File: src/sv/sorted_list_insert_search_remove_core_defines.svh
// assertion macros for the sorted list core
// used by the top level only; expects clk and rst_n in scope
`ifndef SORTED_LIST_INSERT_SEARCH_REMOVE_CORE_DEFINES_SVH
`define SORTED_LIST_INSERT_SEARCH_REMOVE_CORE_DEFINES_SVH

// condition that must hold at every clock edge out of reset
`define SLSR_ASSERT(label, cond, msg) \
    label: assert property (@(posedge clk) disable iff (!rst_n) (cond)) \
        else $error(msg);

// same-cycle implication
`define SLSR_ASSERT_IMP(label, pre, post, msg) \
    label: assert property (@(posedge clk) disable iff (!rst_n) (pre) |-> (post)) \
        else $error(msg);

// next-cycle implication
`define SLSR_ASSERT_NEXT(label, pre, post, msg) \
    label: assert property (@(posedge clk) disable iff (!rst_n) (pre) |=> (post)) \
        else $error(msg);

`endif

File: src/sv/slsr_pos_enc.sv
// thermometer-to-binary encoder for the row of less-than flags
// no dependencies
module slsr_pos_enc #(
    parameter int N  = 128,
    parameter int PW = 8
) (
    input  logic [N-1:0]  therm,
    output logic [PW-1:0] pos
);
    localparam int PN = 2 ** PW;

    logic [PN-1:0] padded;
    logic [PW-1:0] pos_v;
    logic [PW-1:0] idx;

    assign padded = PN'(therm);

    // binary search on the boundary, one bit per step
    always_comb
    begin
        pos_v = '0;
        idx   = '0;
        for (int b = PW - 1; b >= 0; b--)
        begin
            idx = pos_v | PW'((1 << b) - 1);
            if (padded[idx])
            begin
                pos_v = pos_v | PW'(1 << b);
            end
        end
    end

    assign pos = pos_v;

endmodule

File: config.mk
export PLATFORM = sky130hd
export DESIGN_NAME = slsr_pos_enc
export DESIGN_NICKNAME = d
export VERILOG_FILES = /design/src/sv/sorted_list_insert_search_remove_core_defines.svh /design/src/sv/slsr_pos_enc.sv
export SDC_FILE = /design/constraint.sdc
export NUM_CORES = 1
export LEC_CHECK = 0
export ABC_AREA = 1
export BUFFER_PORTS_ARGS = -buffer_cell sky130_fd_sc_hd__buf_2
export CAP_MARGIN = 20
export CORE_MARGIN = 5
export CORE_UTILIZATION = 37
export DETAILED_ROUTE_END_ITERATION = 10
export GPL_ROUTABILITY_DRIVEN = 0
export PLACE_DENSITY = 0.82
export SYNTH_ARGS = -nofsm -noshare
export SYNTH_HDL_FRONTEND = slang
export SYNTH_SLANG_ARGS = --single-unit
File: constraint.sdc
create_clock -name vclk -period 3.2
set_input_delay 0.16 -clock vclk [all_inputs]
set_output_delay 0.16 -clock vclk [all_outputs]
set_load 0.05 [all_outputs]
==> flow_metrics.env <==
export IMPL_drt_total_wl_mm=7.16
export IMPL_drtIter0Drc=155
export IMPL_cp_data_arrival_time_ns=3.31
export IMPL_post_route_min_period_ns=3.47
export IMPL_slowest_delay_ns=0.20
export IMPL_slew_headroom_pct=81.9
export IMPL_syn_to_final_growth_pct=75.5
export IMPL_fmax_mhz=288
export IMPL_synth_area_leader_cell="nand3_1"
export IMPL_outcome="finished, violations left"
export IMPL_synthTopCellsByArea="nand3_1, nand2_1, nand3_2, buf_6, nand3_4"
export IMPL_vias_per_cell=5.44
export IMPL_cp_end_kind="primary output"
export IMPL_clkbuf_count=0
export IMPL_instances_no_fill=487
export IMPL_first_global_vias=2456
export IMPL_fill_cells=366
export IMPL_ant_nets=0
export IMPL_synthesis_area_sq_um=1560
export IMPL_die_w_um=75.0
export IMPL_drive_above_1_share_pct=53.5
export IMPL_crit_fanout=9
export IMPL_fp_dieArea_sq_um=5630
export IMPL_final_nets=567
export IMPL_regArea_sq_um=0
export IMPL_dp_cells=473
export IMPL_synthCells=280
export IMPL_p_per_area_nw_per_um2=221
export IMPL_grt_total_usage_pct=22.8
export IMPL_slew_viol_final=0
export IMPL_rows=23
export IMPL_synth_common_cells="nand3_1, nand2_1, nand3_2, buf_2, nand2_2"
export IMPL_cap_violations=0
export IMPL_grt_util_met1_pct=28.3
export IMPL_whs_path_depth=3
export IMPL_synth_xor_area_share_pct=0
export IMPL_min_path_type="input port to primary output"
export IMPL_start_util_pct=38.5
export IMPL_coreArea_sq_um=4060
export IMPL_hold_viol=0
export IMPL_drc_errors=0
export IMPL_muxShareOfSynthArea_pct=0
export IMPL_grt_setup_unrepaired="true"
export IMPL_avgSynthCellArea_sq_um=5.59
export IMPL_finalCritPeriodShare_pct=108
export IMPL_critPathKind="input port to primary output"
export IMPL_crit_top_cell="nand3_2"
export IMPL_io_pins=136
export IMPL_leakagePower_nw=1.46
export IMPL_synth_net_count=408
export IMPL_yosysSeqAreaShare_pct=0
export IMPL_synth_simple_gate_area_share_pct=85.8
export IMPL_overflow=0
export IMPL_final_setup_tns_ns=-0.267
export IMPL_synth_top_area_share_pct=46.4
export IMPL_layout_setup_ws_ns=-0.267
export IMPL_met2_usage_pct=42.0
export IMPL_cts_hold_buf=0
export IMPL_cp_data_required_time_ns=3.04
export IMPL_violations="negative setup slack"
export IMPL_finalSetupViolations=1
export IMPL_via_count=2649
export IMPL_ir_drop_mv=0.106
export IMPL_grt_max_degree=30
export IMPL_wl_per_cell_um=14.7
export IMPL_diodes=0
export IMPL_critPathLaunchType="input port"
export IMPL_synth_compound_area_share_pct=0.880
export IMPL_ys_warn_count=0
export IMPL_nFlopsAndLatches=0
export IMPL_yosysMostFrequentCell="nand3_1"
export IMPL_grt_antenna_before_repair=0
export IMPL_dp_hpwl_mm=5.43
export IMPL_busiest_layer="met2"
export IMPL_tightest_slew_ns=0.271
export IMPL_die_h_um=75.0
export IMPL_dr_pass1_iters=6
export IMPL_io_buffers=136
export IMPL_slowest_stage="clkinvlp_4"
export IMPL_grt_pass1_wl_mm=10.5
export IMPL_grt_use_met3_pct=3.07
export IMPL_synth_top_family_by_area="simple AND/OR/NAND/NOR gates"
export IMPL_ys_types=19
export IMPL_synthAdderAreaFrac_pct=0
==> routing by layer <==
layer	part of all wire [%]	vias up
met5	0	-
met1	37	1158
li1	-	1312
met3	11	14
met2	51	165
met4	1.3	0
==> cell type report <==
class	count	area, sq um	share of cell area (%)
inverter	7	30.0	1.09
timing repair buffer	175	1100	40.2
multi-input combinational	255	1550	56.5
tap	50	62.6	2.28
==> power by group <==
| group | total [mW] | leakage [nW] | internal [mW] | switching (mW) |
|---|---|---|---|---|
| clock network | 0 | 0 | 0 | 0 |
| logic | 0.605 | 1.46 | 0.273 | 0.332 |
| registers | 0 | 0 | 0 | 0 |
| total | 0.605 | 1.46 | 0.273 | 0.332 |
==> cells in the final DEF (no fill, tap or decap) <==
cell,n
nor2_4,1
nand3_2,28
clkinvlp_4,1
nand2_8,3
nand3_1,131
nand2_1,64
buf_8,1
nand4_1,4
buf_2,133
nand2_4,7
a31oi_1,1
buf_4,32
nand3_4,7
clkbuf_16,2
nor2_2,1
inv_2,3
buf_6,1
nand2_2,7
a211oi_4,1
buf_12,6
inv_1,3
==> path summary, 6_finish.rpt <==
kind,start,to,slack [ns]
worst min-delay path,therm[127],pos[7],0.80
worst max-delay path,therm[127],pos[0],-0.27
==> worst max-delay path: cells and delay by family <==
kind / cells / cell delay, ns
buf+inv: 7 / 1.00
simple gates: 22 / 2.14
==> stage by stage <==
stage	power [mW]	setup WS, ns	instance area, sq um	util (%)	hold slack (ns)
6_report	0.605	-0.267	2750	67.7	0.803
2_1_floorplan	0.359	-0.0978	1620	-	0.456
5_1_grt	0.657	-0.485	2750	67.7	0.816
3_3_place_gp	0.522	-0.328	2450	60.4	0.803
4_1_cts	0.558	-0.243	2560	63.2	0.798
3_5_place_dp	0.528	-0.488	2450	60.4	0.804
==> timing repair <==
action,in CTS,in global routing
setup buffers,3,6
pin swaps,12,16
gates resized for setup,16,16
setup endpoints to repair,1,2
gates cloned,3,2
==> cells by family (layout without fill, tap and decap cells) <==
| kind of cell | after synthesis | after routing |
|---|---|---|
| simple gates | 250 | 253 |
| compound gates | 2 | 2 |
| buf+inv | 28 | 182 |
Power figures use the tool's default switching activity.
