==> src/sv/sorted_list_insert_search_remove_core_defines.svh <==
// assertion macros for the sorted list core
// used by the top level only; expects clk and rst_n in scope
`ifndef SORTED_LIST_INSERT_SEARCH_REMOVE_CORE_DEFINES_SVH
`define SORTED_LIST_INSERT_SEARCH_REMOVE_CORE_DEFINES_SVH

// condition that must hold at every clock edge out of reset
`define SLSR_ASSERT(label, cond, msg) \
    label: assert property (@(posedge clk) disable iff (!rst_n) (cond)) \
        else $error(msg);

// same-cycle implication
`define SLSR_ASSERT_IMP(label, pre, post, msg) \
    label: assert property (@(posedge clk) disable iff (!rst_n) (pre) |-> (post)) \
        else $error(msg);

// next-cycle implication
`define SLSR_ASSERT_NEXT(label, pre, post, msg) \
    label: assert property (@(posedge clk) disable iff (!rst_n) (pre) |=> (post)) \
        else $error(msg);

`endif

==> src/sv/slsr_pkg.sv <==
// shared types and constants of the sorted list core
// no dependencies
package slsr_pkg;

    localparam int OPCODE_W = 2;
    localparam int VALUE_W  = 32;
    localparam int STATUS_W = 2;
    localparam int POS_W    = 7;
    localparam int COUNT_W  = 8;

    // operation codes
    localparam logic [OPCODE_W-1:0] OP_INSERT = 2'd0;
    localparam logic [OPCODE_W-1:0] OP_SEARCH = 2'd1;
    localparam logic [OPCODE_W-1:0] OP_REMOVE = 2'd2;

    typedef enum logic [STATUS_W-1:0] {
        ST_OK        = 2'd0,
        ST_FULL      = 2'd1,
        ST_EMPTY     = 2'd2,
        ST_NOT_FOUND = 2'd3
    } status_t;

    typedef enum logic {
        S_IDLE,
        S_UPD
    } state_t;

    // shift command broadcast to every cell
    typedef struct packed {
        logic shift_ins;
        logic shift_rem;
    } cell_ctrl_t;

endpackage

==> src/sv/slsr_cell.sv <==
// one slot of the sorted list: entry, compare flags and local shift logic
// depends on slsr_pkg
module slsr_cell #(
    parameter int INDEX = 0,
    parameter int CNT_W = 8
) (
    input  logic                                clk,
    input  logic                                cmp_en,
    input  logic signed [slsr_pkg::VALUE_W-1:0] cmp_value,
    input  logic signed [slsr_pkg::VALUE_W-1:0] new_value,
    input  logic        [CNT_W-1:0]             count,
    input  slsr_pkg::cell_ctrl_t                ctrl,
    input  logic signed [slsr_pkg::VALUE_W-1:0] left_entry,
    input  logic signed [slsr_pkg::VALUE_W-1:0] right_entry,
    input  logic                                left_lt,
    output logic signed [slsr_pkg::VALUE_W-1:0] entry,
    output logic                                lt,
    output logic                                hit
);
    import slsr_pkg::*;

    logic signed [VALUE_W-1:0] entry_reg;
    logic signed [VALUE_W-1:0] entry_next;
    logic                      lt_reg;
    logic                      lt_next;
    logic                      eq_reg;
    logic                      eq_next;
    logic                      occupied;
    logic                      first;

    // slot holds a live entry when below the fill count
    assign occupied = CNT_W'(INDEX) < count;

    // compare against the incoming value
    always_comb
    begin
        lt_next = lt_reg;
        eq_next = eq_reg;
        if (cmp_en)
        begin
            lt_next = occupied && (entry_reg < cmp_value);
            eq_next = occupied && (entry_reg == cmp_value);
        end
    end

    // first slot not below the value: lower bound position
    assign first = !lt_reg && left_lt;
    assign hit   = first && eq_reg;

    // shift: slots below the lower bound hold, others move one place
    always_comb
    begin
        entry_next = entry_reg;
        if (!lt_reg)
        begin
            if (ctrl.shift_ins)
            begin
                entry_next = first ? new_value : left_entry;
            end
            else if (ctrl.shift_rem)
            begin
                entry_next = right_entry;
            end
        end
    end

    always_ff @(posedge clk)
    begin
        entry_reg <= entry_next;
        lt_reg    <= lt_next;
        eq_reg    <= eq_next;
    end

    assign entry = entry_reg;
    assign lt    = lt_reg;

endmodule

==> config.mk <==
export PLATFORM = sky130hd
export DESIGN_NAME = slsr_cell
export DESIGN_NICKNAME = d
export VERILOG_FILES = /design/src/sv/sorted_list_insert_search_remove_core_defines.svh /design/src/sv/slsr_pkg.sv /design/src/sv/slsr_cell.sv
export SDC_FILE = /design/constraint.sdc
export NUM_CORES = 1
export LEC_CHECK = 0
export BUFFER_PORTS_ARGS = -buffer_cell sky130_fd_sc_hd__buf_2
export CORE_ASPECT_RATIO = 0.8
export CORE_MARGIN = 8
export CORE_UTILIZATION = 46
export CTS_BUF_LIST = sky130_fd_sc_hd__clkbuf_8
export DETAILED_ROUTE_END_ITERATION = 10
export PLACE_DENSITY_LB_ADDON = 0.08
export SLEW_MARGIN = 25
export SYNTH_ARGS = -nofsm -noshare
export SYNTH_HDL_FRONTEND = slang
export SYNTH_SLANG_ARGS = --single-unit
==> constraint.sdc <==
create_clock -name clk -period 6.85 [get_ports clk]
set_clock_uncertainty 0.05 [all_clocks]
set_input_delay 0.685 -clock clk [delete_from_list [all_inputs] [get_ports clk]]
set_output_delay 0.685 -clock clk [all_outputs]
set_load 0.01 [all_outputs]
==> impl_metrics.toml, run 1 <==
[outcome]
status = "completed"

[timing]
min_period_over_period = 0.3369
setup_viol = 0
hold_violations = 0
max_slew_margin = 0.4023
final.setup.tns_ns = 0
tightest_slew_ns = 0.8944
fmax_ghz = 0.4333
layout_min_cycle_time_ns = 2.308
drv_slew = 0
rsz0062_at_grt = "no"
hold_ws_ns = 0.5826

[global_route]
use_met3 = 0.07956
grt-busiest-layer = "met2"
overflow = 0
gr-usage-met2 = 0.3075
grt_max_degree = 66
grtUsageTotal = 0.1768
use_met1 = 0.1962
grt_first_pass_wirelength_um = 11580
grt_pass1_vias = 2557
antenna_found_initial = 0

[worst_setup_path]
cp-startpoint = "ctrl[1]"
crit_path_end = "entry[23]"
crit_fanout = 65
path_cells = "buf_2, buf_4, nor2_1, nor2_4"
r2r-end = "lt"
worstSetupPathType = "in -> reg"
startpoint_type = "input port"
rr_worst_depth = 6
crit_path_top_delay_cell = "nor2_4"
crit_family = "simple AND/OR/NAND/NOR gates"
required_ns = 6.70
max_stage_delay_ns = 0.71
crit_arrival_ns = 2.16
end_kind = "flop"
reg2reg_from = "entry[27]"
r2r_setup_slack_ns = 4.78
path_depth = 4
path_buf_inv = 2

[synthesis]
ys_warn_count = 0
syn_inst = 264
yosysMostFrequentCell = "a21oi_1"
synth_top_area_frac = 0.4030
synth_area_um2 = 2534
ys_ff_latch = 34
syn_nets = 437
synth.distinct_cells = 30
synth_ff_type = "edfxtp_1"
yosysSeqAreaShare = 0.4030
synth-edff-count = 34
synthArstFlopShare = 0
synth_area_leaders = "edfxtp_1 40%, ha_1 16%, mux2i_1 13%"
yosys-top-cells-count = "43 x a21oi_1, 38 x nor2_1, 34 x edfxtp_1"
yosysTopAreaCell = "edfxtp_1"
avgSynthCellArea_um2 = 9.597

[final_layout]
fill_cells = 481
diodes = 0
syn_to_final_growth_pct = 39.46
fin_nets = 608
drive_gt1_frac = 0.4207
largest_reg_flops = 32

[die]
die_area_um2 = 8154
ios = 175
core-area_um2 = 5375
die_h_um = 82.38
dieWidth_um = 98.98
row_count = 24
start_util = 0.4714

[routing]
routed_via_density = 4.974
wl_um = 7594
drc = 0
avgRoutedWirePerCell_um = 15.19
ant_nets = 0
dr.pass1.iters = 4
vias = 2487
drtIter0Drc = 81

[power_and_ir_drop]
p_leak_nw = 1.953
irDropWorstVdd_uv = 112.9
power_density_nw_per_um2 = 172.3

[clocking]
cts_tree = "done"
insertion_delay_ns = 0.28
cts_setup_buffers = 0
path_clk_slew_ns = 0.06
clock-sinks = 34
ctsHoldBuffers = 0
cts_made_buffers = 5
htree_levels = 2
cts_resized = 0
clockRootBuffer = "clkbuf_8"
clockBufferDepth = 2

[placement]
io_buffers = 174
hpwl_um = 6438
gp_congestion = 0.7394

[worst_hold_path]
hp-class = "in -> reg"

[flow_run]
drv_cap = 0
## cell type report
| type | instances | area [um2] | area share |
|---|---|---|---|
| clock buffer | 5 | 68.82 | 0.01948 |
| clock inverter | 2 | 7.507 | 0.002125 |
| inverter | 33 | 123.9 | 0.03506 |
| multi-input combinational | 186 | 1353 | 0.3828 |
| sequential | 34 | 1021 | 0.2890 |
| tap | 65 | 81.33 | 0.02302 |
| timing repair buffer | 175 | 878.3 | 0.2486 |
## per-stage QoR
stage | cells | area, um2 | power [mW] | setup slack (ns) | utilization
2_1_floorplan | 264 | 2534 | 0.3898 | 3.709 | -
3_3_place_gp | 493 | 3452 | 0.4728 | 4.278 | 0.6422
3_5_place_dp | 493 | 3452 | 0.4799 | 4.206 | 0.6422
4_1_cts | 500 | 3528 | 0.6171 | 4.219 | 0.6564
5_1_grt | 500 | 3533 | 0.6471 | 4.376 | 0.6574
6_report | 500 | 3533 | 0.6087 | 4.542 | 0.6574
## report_power, final
group	leakage (nW)	switching [mW]	internal (mW)
logic	1.58	0.104	0.0952
registers	0.325	0.0125	0.261
clock network	0.0466	0.0691	0.0670
## per-layer routing
| layer | wire length (um) | share of wire |
|---|---|---|
| met5 | 0 | 0 |
| met4 | 48 | 0.0063 |
| met3 | 793 | 0.10 |
| met2 | 3704 | 0.49 |
| met1 | 3046 | 0.40 |
## how the worst min path moves through the flow
stage / cells past startpoint / start / endpoint / slack, ns
after floorplan: 0 / cmp_en / eq_reg / 0.75
after global placement: 1 / lt / entry[3] / 0.76
after detailed placement: 1 / lt / entry[28] / 0.78
after CTS: 1 / cmp_en / eq_reg / 0.57
after global routing: 1 / cmp_en / eq_reg / 0.57
final: 1 / cmp_en / eq_reg / 0.58
## logic make-up (layout without fill, tap and decap cells)
group                    count (synthesis)  after routing  share of synthesized area
adder cells (fa/ha/maj)                 32             32                     0.1580
AO/OA/AOI/OAI                           58             58                     0.1259
AND/OR/NAND/NOR                         63             63                     0.1136
buffers and inverters                   44            215                    0.06913
multiplexers                            33             33                     0.1304
flip-flops                              34             34                     0.4030
## cells in the final DEF (no fill, tap or decap), types with 3 or more instances in the layout
cell,synthesis,layout
a21oi_1,43,43
and4_1,3,3
buf_2,2,174
clkbuf_8,0,5
edfxtp_1,34,34
ha_1,32,32
inv_1,33,35
mux2i_1,33,33
nand2_1,9,9
nand4_1,5,5
nor2_1,38,37
nor4_1,3,3
o21ai_0,4,4
(Power assumes the default switching activity.)
==> run 2, diff against run 1 <==
- ABC_AREA: not set -> 1
- CORE_UTILIZATION: 46 -> 39
- clock period: 6.85 -> 2.1 ns (I/O delays scaled with it)
==> run 2 against run 1 <==
  * Sequential cell count unchanged
  * Critical path depth did not move
  * Clock-buffer cell count did not move
  * Via count increased by 12%
  * Non-clock buffer count up 6
  * Hold slack got worse by 0.48 ns
==> impl_metrics.toml, run 2 <==
[outcome]
status = "completed"

[final_layout]
finalNonFillerCells = 593
layout_commonest_cell = "buf_2"
syn_to_final_growth_pct = 40.76
diodes = 0
fin_nets = 682
drive_gt1_frac = 0.4008
largest_reg_flops = 32
final_cell_mix = "174 x buf_2, 66 x nand2_1, 45 x o21ai_1"

[power_and_ir_drop]
total_power_mw = 2.053
irDropWorstVdd_uv = 295.8
power_density_nw_per_um2 = 559.5
p_leak_nw = 1.956

[worst_setup_path]
crit_arrival_ns = 1.58
startpoint_type = "flop"
end_kind = "primary output"
worstSetupPathType = "reg -> out"
crit_fanout = 33
required_ns = 1.84
reg2reg_from = "entry[23]"
cp-startpoint = "lt"

[timing]
min_period_over_period = 0.8753
layout_min_cycle_time_ns = 1.838
hold_ws_ns = 0.1002
hold_violations = 0
worst_slack_ns = 0.2619
tightest_slew_ns = 0.6021
fmax_ghz = 0.5440
setup_viol = 0
rsz0062_at_grt = "no"
final.setup.tns_ns = 0
drv_slew = 0
max_slew_margin = 0.5980

[synthesis]
avgSynthCellArea_um2 = 7.827
synth_area_um2 = 2606
ys_ff_latch = 34
synthArstFlopShare = 0
synth_ff_type = "edfxtp_1"
yosysMostFrequentCell = "nand2_1"
yosysSeqAreaShare = 0.3917
yosys-top-cells-count = "66 x nand2_1, 45 x o21ai_1, 43 x nor2_1"
yosysTopAreaCell = "edfxtp_1"
synth.distinct_cells = 23
ys_warn_count = 0
syn_nets = 506
synth-edff-count = 34
synth_area_leaders = "edfxtp_1 39%, ha_1 15%, nand2_1 9.5%"
syn_inst = 333
synth_top_area_frac = 0.3917

[worst_hold_path]
hp-class = "in -> reg"
worstHoldStart = "cmp_en"

[global_route]
grtUsageTotal = 0.1720
overflow = 0
grt_max_degree = 34
grt_pass1_vias = 2793
grt_first_pass_wirelength_um = 13080
antenna_found_initial = 1

[placement]
post-place-ws_ns = 0.3298
gp_congestion = 0.7848
hpwl_um = 7294
io_buffers = 174
dp.cells = 586

[routing]
wl_um = 8624
avgRoutedWirePerCell_um = 14.54
drtIter0Drc = 72
ant_nets = 0
routed_via_density = 4.685
drc = 0
dr.pass1.iters = 4
vias = 2778

[die]
die_h_um = 89.12
start_util = 0.4046
ios = 175
core-area_um2 = 6441
row_count = 26
dieWidth_um = 107.4
die_area_um2 = 9571

[clocking]
cts_tree = "done"
htree_levels = 2
clockRootBuffer = "clkbuf_8"
cts_made_buffers = 5
path_clk_slew_ns = 0.07
clock-sinks = 34
insertion_delay_ns = 0.28
cts_resized = 0
cts_setup_buffers = 0
clockBufferDepth = 2
ctsHoldBuffers = 0

[flow_run]
drv_cap = 0
## run 2: cell count changes in the layout (fill, tap and decap cells not counted), sizes merged, moves of 3 or more
| cell | delta |
|---|---|
| nand2 | +59 |
| a21oi | -28 |
| buf | +6 |
| nand4 | -4 |
| nand3 | +4 |
| mux2i | -33 |
| nor2 | +10 |
| inv | +11 |
| and4 | -3 |
| o21ai | +61 |
## run 2: per-layer routing
| layer | wire length (um) | global-route usage | vias up |
|---|---|---|---|
| li1 | - | - | 1459 |
| met1 | 3598 | 0.2002 | 1205 |
| met2 | 4173 | 0.2979 | 99 |
| met3 | 731 | 0.05908 | 13 |
| met4 | 111 | 0.04397 | 2 |
| met5 | 10 | 0 | - |
## run 2: metrics by stage
step	area (um2)	util
floorplan	2609	-
global placement	3590	0.5573
detailed placement	3590	0.5573
CTS	3669	0.5695
global route	3669	0.5695
finish	3669	0.5695
## run 2: worst paths after layout
path,cells past startpoint,endpoint,slack (ns)
max,4,hit,0.26
min,1,lt,0.10
max reg2reg,8,lt,0.33
min reg2reg,2,entry[30],0.82
## run 2: power by group
part           total, mW  switching [mW]  internal, mW
registers          0.903          0.0440         0.859
logic              0.698           0.391         0.307
clock network      0.452           0.230         0.222
total               2.05           0.664          1.39
## run 2: cells by family after synthesis
group | Yosys count | synth area share
AND/OR/NAND/NOR | 125 | 0.2026
AO/OA/AOI/OAI | 84 | 0.1656
buffers and inverters | 58 | 0.08641
flip-flops | 34 | 0.3917
adder cells (fa/ha/maj) | 32 | 0.1536
## run 2: critical path, stage by stage (launching register included)
cell      delay (ns)
edfxtp_1        0.48
nor2_2          0.20
inv_2           0.26
nor2_1          0.20
buf_2           0.16
## run 2: area by class of cell
type	count	area [um2]
clock buffers	5	68.82
clock inverters	2	10.01
fillers	616	2773
inverters	46	172.7
multi-input cells	241	1368
flip-flops and latches	34	1021
well taps	84	105.1
repair buffers	181	923.4
==> run 3, diff against run 2 <==
- CORE_MARGIN: 8 -> 2
- clock period: 2.1 -> 1.6 ns (I/O delays scaled with it)
==> run 3 against run 2 <==
  * The flow now finishes with violations (negative setup slack)
  * Critical path depth rose by 7
  * Cell area rose by 6.3%
  * Clock-buffer cell count did not move
  * Sequential power rose by 32%
  * Wire length fell by 9.5%
  * Total power rose by 46%
  * Highest routed layer is now met4
==> impl_metrics.toml, run 3 (synthesis results as in run 2) <==
[final_layout]
diodes = 0
fill_cells = 608
largest_reg_flops = 32
drive_gt1_frac = 0.4434
syn_to_final_growth_pct = 49.64
seq_area_um2 = 1021
fin_nets = 693
multi_input_area_um2 = 1484
final_cell_mix = "174 x buf_2, 63 x nand2_1, 46 x o21ai_1"
finalNonFillerCells = 605
layout_commonest_cell = "buf_2"

[routing]
wl_um = 7808
vias = 2851
routed_via_density = 4.712
drc = 0
dr.pass1.iters = 4
avgRoutedWirePerCell_um = 12.91
ant_nets = 0
drtIter0Drc = 94

[timing]
worst_slack_ns = -0.1810
max_slew_margin = 0.7506
layout_min_cycle_time_ns = 1.781
min_period_over_period = 1.113
rsz0062_at_grt = "yes"
fmax_ghz = 0.5615
hold_violations = 0
setup_viol = 2
hold_ws_ns = 0.03433
tightest_slew_ns = 0.3737
drv_slew = 0

[clocking]
htree_levels = 2
clockRootBuffer = "clkbuf_8"
ctsHoldBuffers = 0
cts_made_buffers = 5
clock-sinks = 34
clockBufferDepth = 2
path_clk_slew_ns = 0.07
cts_tree = "done"
insertion_delay_ns = 0.29

[power_and_ir_drop]
power_density_nw_per_um2 = 766.3
p_leak_nw = 2.032
p_int_mw = 2.057
seqPwrFrac = 0.399
comb_power_share = 0.342
irDropWorstVdd_uv = 452.1
power.share.clock = 0.259
p_switching_mw = 0.9315
swShare = 0.3117

[worst_setup_path]
rr_worst_depth = 11
end_kind = "flop"
worstSetupPathType = "reg -> reg"
crit_arrival_ns = 1.78
startpoint_type = "flop"
crit_fanout = 2
required_ns = 1.60

[global_route]
grt_pass1_vias = 2610
grt_max_degree = 34
grtUsageTotal = 0.2088
antenna_found_initial = 0
overflow = 0
grt_first_pass_wirelength_um = 11870

[flow_run]
drv_cap = 0

[die]
ios = 175
dieWidth_um = 95.40
core-area_um2 = 6441
die_area_um2 = 7356
start_util = 0.4046
die_h_um = 77.12
row_count = 26

[worst_hold_path]
whs_path_depth = 1
hp-class = "in -> reg"

[placement]
dp.cells = 596
hpwl_um = 6307
io_buffers = 174
gp_congestion = 0.8156

[outcome]
status = "complete, but fails checks"
violations = "negative setup slack"
[run 3: changes by cell type in the layout (fill, tap and decap cells not counted), moves of 6 or more]
cell     delta
a21oi_1     -7
ha_4        +6
buf_4      +11
a21oi_2     +7
ha_1        -6
[run 3: timing repair]
| item | 4_1_cts | 5_1_grt |
|---|---|---|
| pin swaps | 0 | 6 |
| setup buffers | 0 | 1 |
| endpoints found under the setup margin | 3 | 3 |
| gates resized for setup | 2 | 18 |
[run 3: area by class of cell]
class                   count  share of cell area
inverters                  46             0.04556
flip-flops and latches     34              0.2618
clock buffers               5             0.01765
repair buffers            192              0.2579
multi-input cells         241              0.3805
well taps                  84             0.02695
clock inverters             3            0.009625
[run 3: worst max-delay path, stage by stage (launching register included)]
cell      delay, ns
edfxtp_1       0.41
ha_1           0.32
nand2_1        0.08
nand2_1        0.05
nand3_1        0.06
nand2_1        0.06
a21oi_2        0.17
nand2_1        0.09
nand2_2        0.09
nand3_2        0.07
nand2_1        0.07
nor2_1         0.04
[run 3: worst paths after layout]
| path | from | endpoint | slack (ns) |
|---|---|---|---|
| max | entry[9] | lt | -0.18 |
| min | cmp_en | eq_reg | 0.03 |
| max reg2reg | entry[9] | lt | -0.18 |
| min reg2reg | entry[1] | eq_reg | 0.87 |
[run 3: layer usage]
metal / track usage / part of all wire / up-vias
li1: - / - / 1478
met1: 0.2739 / 0.45 / 1244
met2: 0.3437 / 0.47 / 116
met3: 0.04028 / 0.066 / 13
met4: 0.07000 / 0.019 / 0
met5: 0 / 0 / -
[run 3: power by group through the flow]
stage	clock (mW)	combinational, mW	sequential [mW]
final	0.773	1.02	1.19
after detailed placement	0	0.964	1.20
after global routing	0.818	1.16	1.20
after CTS	0.784	0.973	1.19
after floorplan	0	0.466	1.25
after global placement	0	0.946	1.20
[run 3: per-stage QoR]
| stage | TNS [ns] | cell area, um2 | power, mW | setup slack, ns | utilization |
|---|---|---|---|---|---|
| floorplan | -0.04716 | 2626 | 1.717 | -0.04716 | - |
| global placement | -0.2038 | 3677 | 2.144 | -0.1598 | 0.5709 |
| detailed placement | -0.2496 | 3677 | 2.168 | -0.1997 | 0.5709 |
| CTS | -0.2503 | 3790 | 2.942 | -0.1803 | 0.5884 |
| global route | -0.5204 | 3900 | 3.185 | -0.2670 | 0.6055 |
| finish | -0.3370 | 3900 | 2.989 | -0.1810 | 0.6055 |
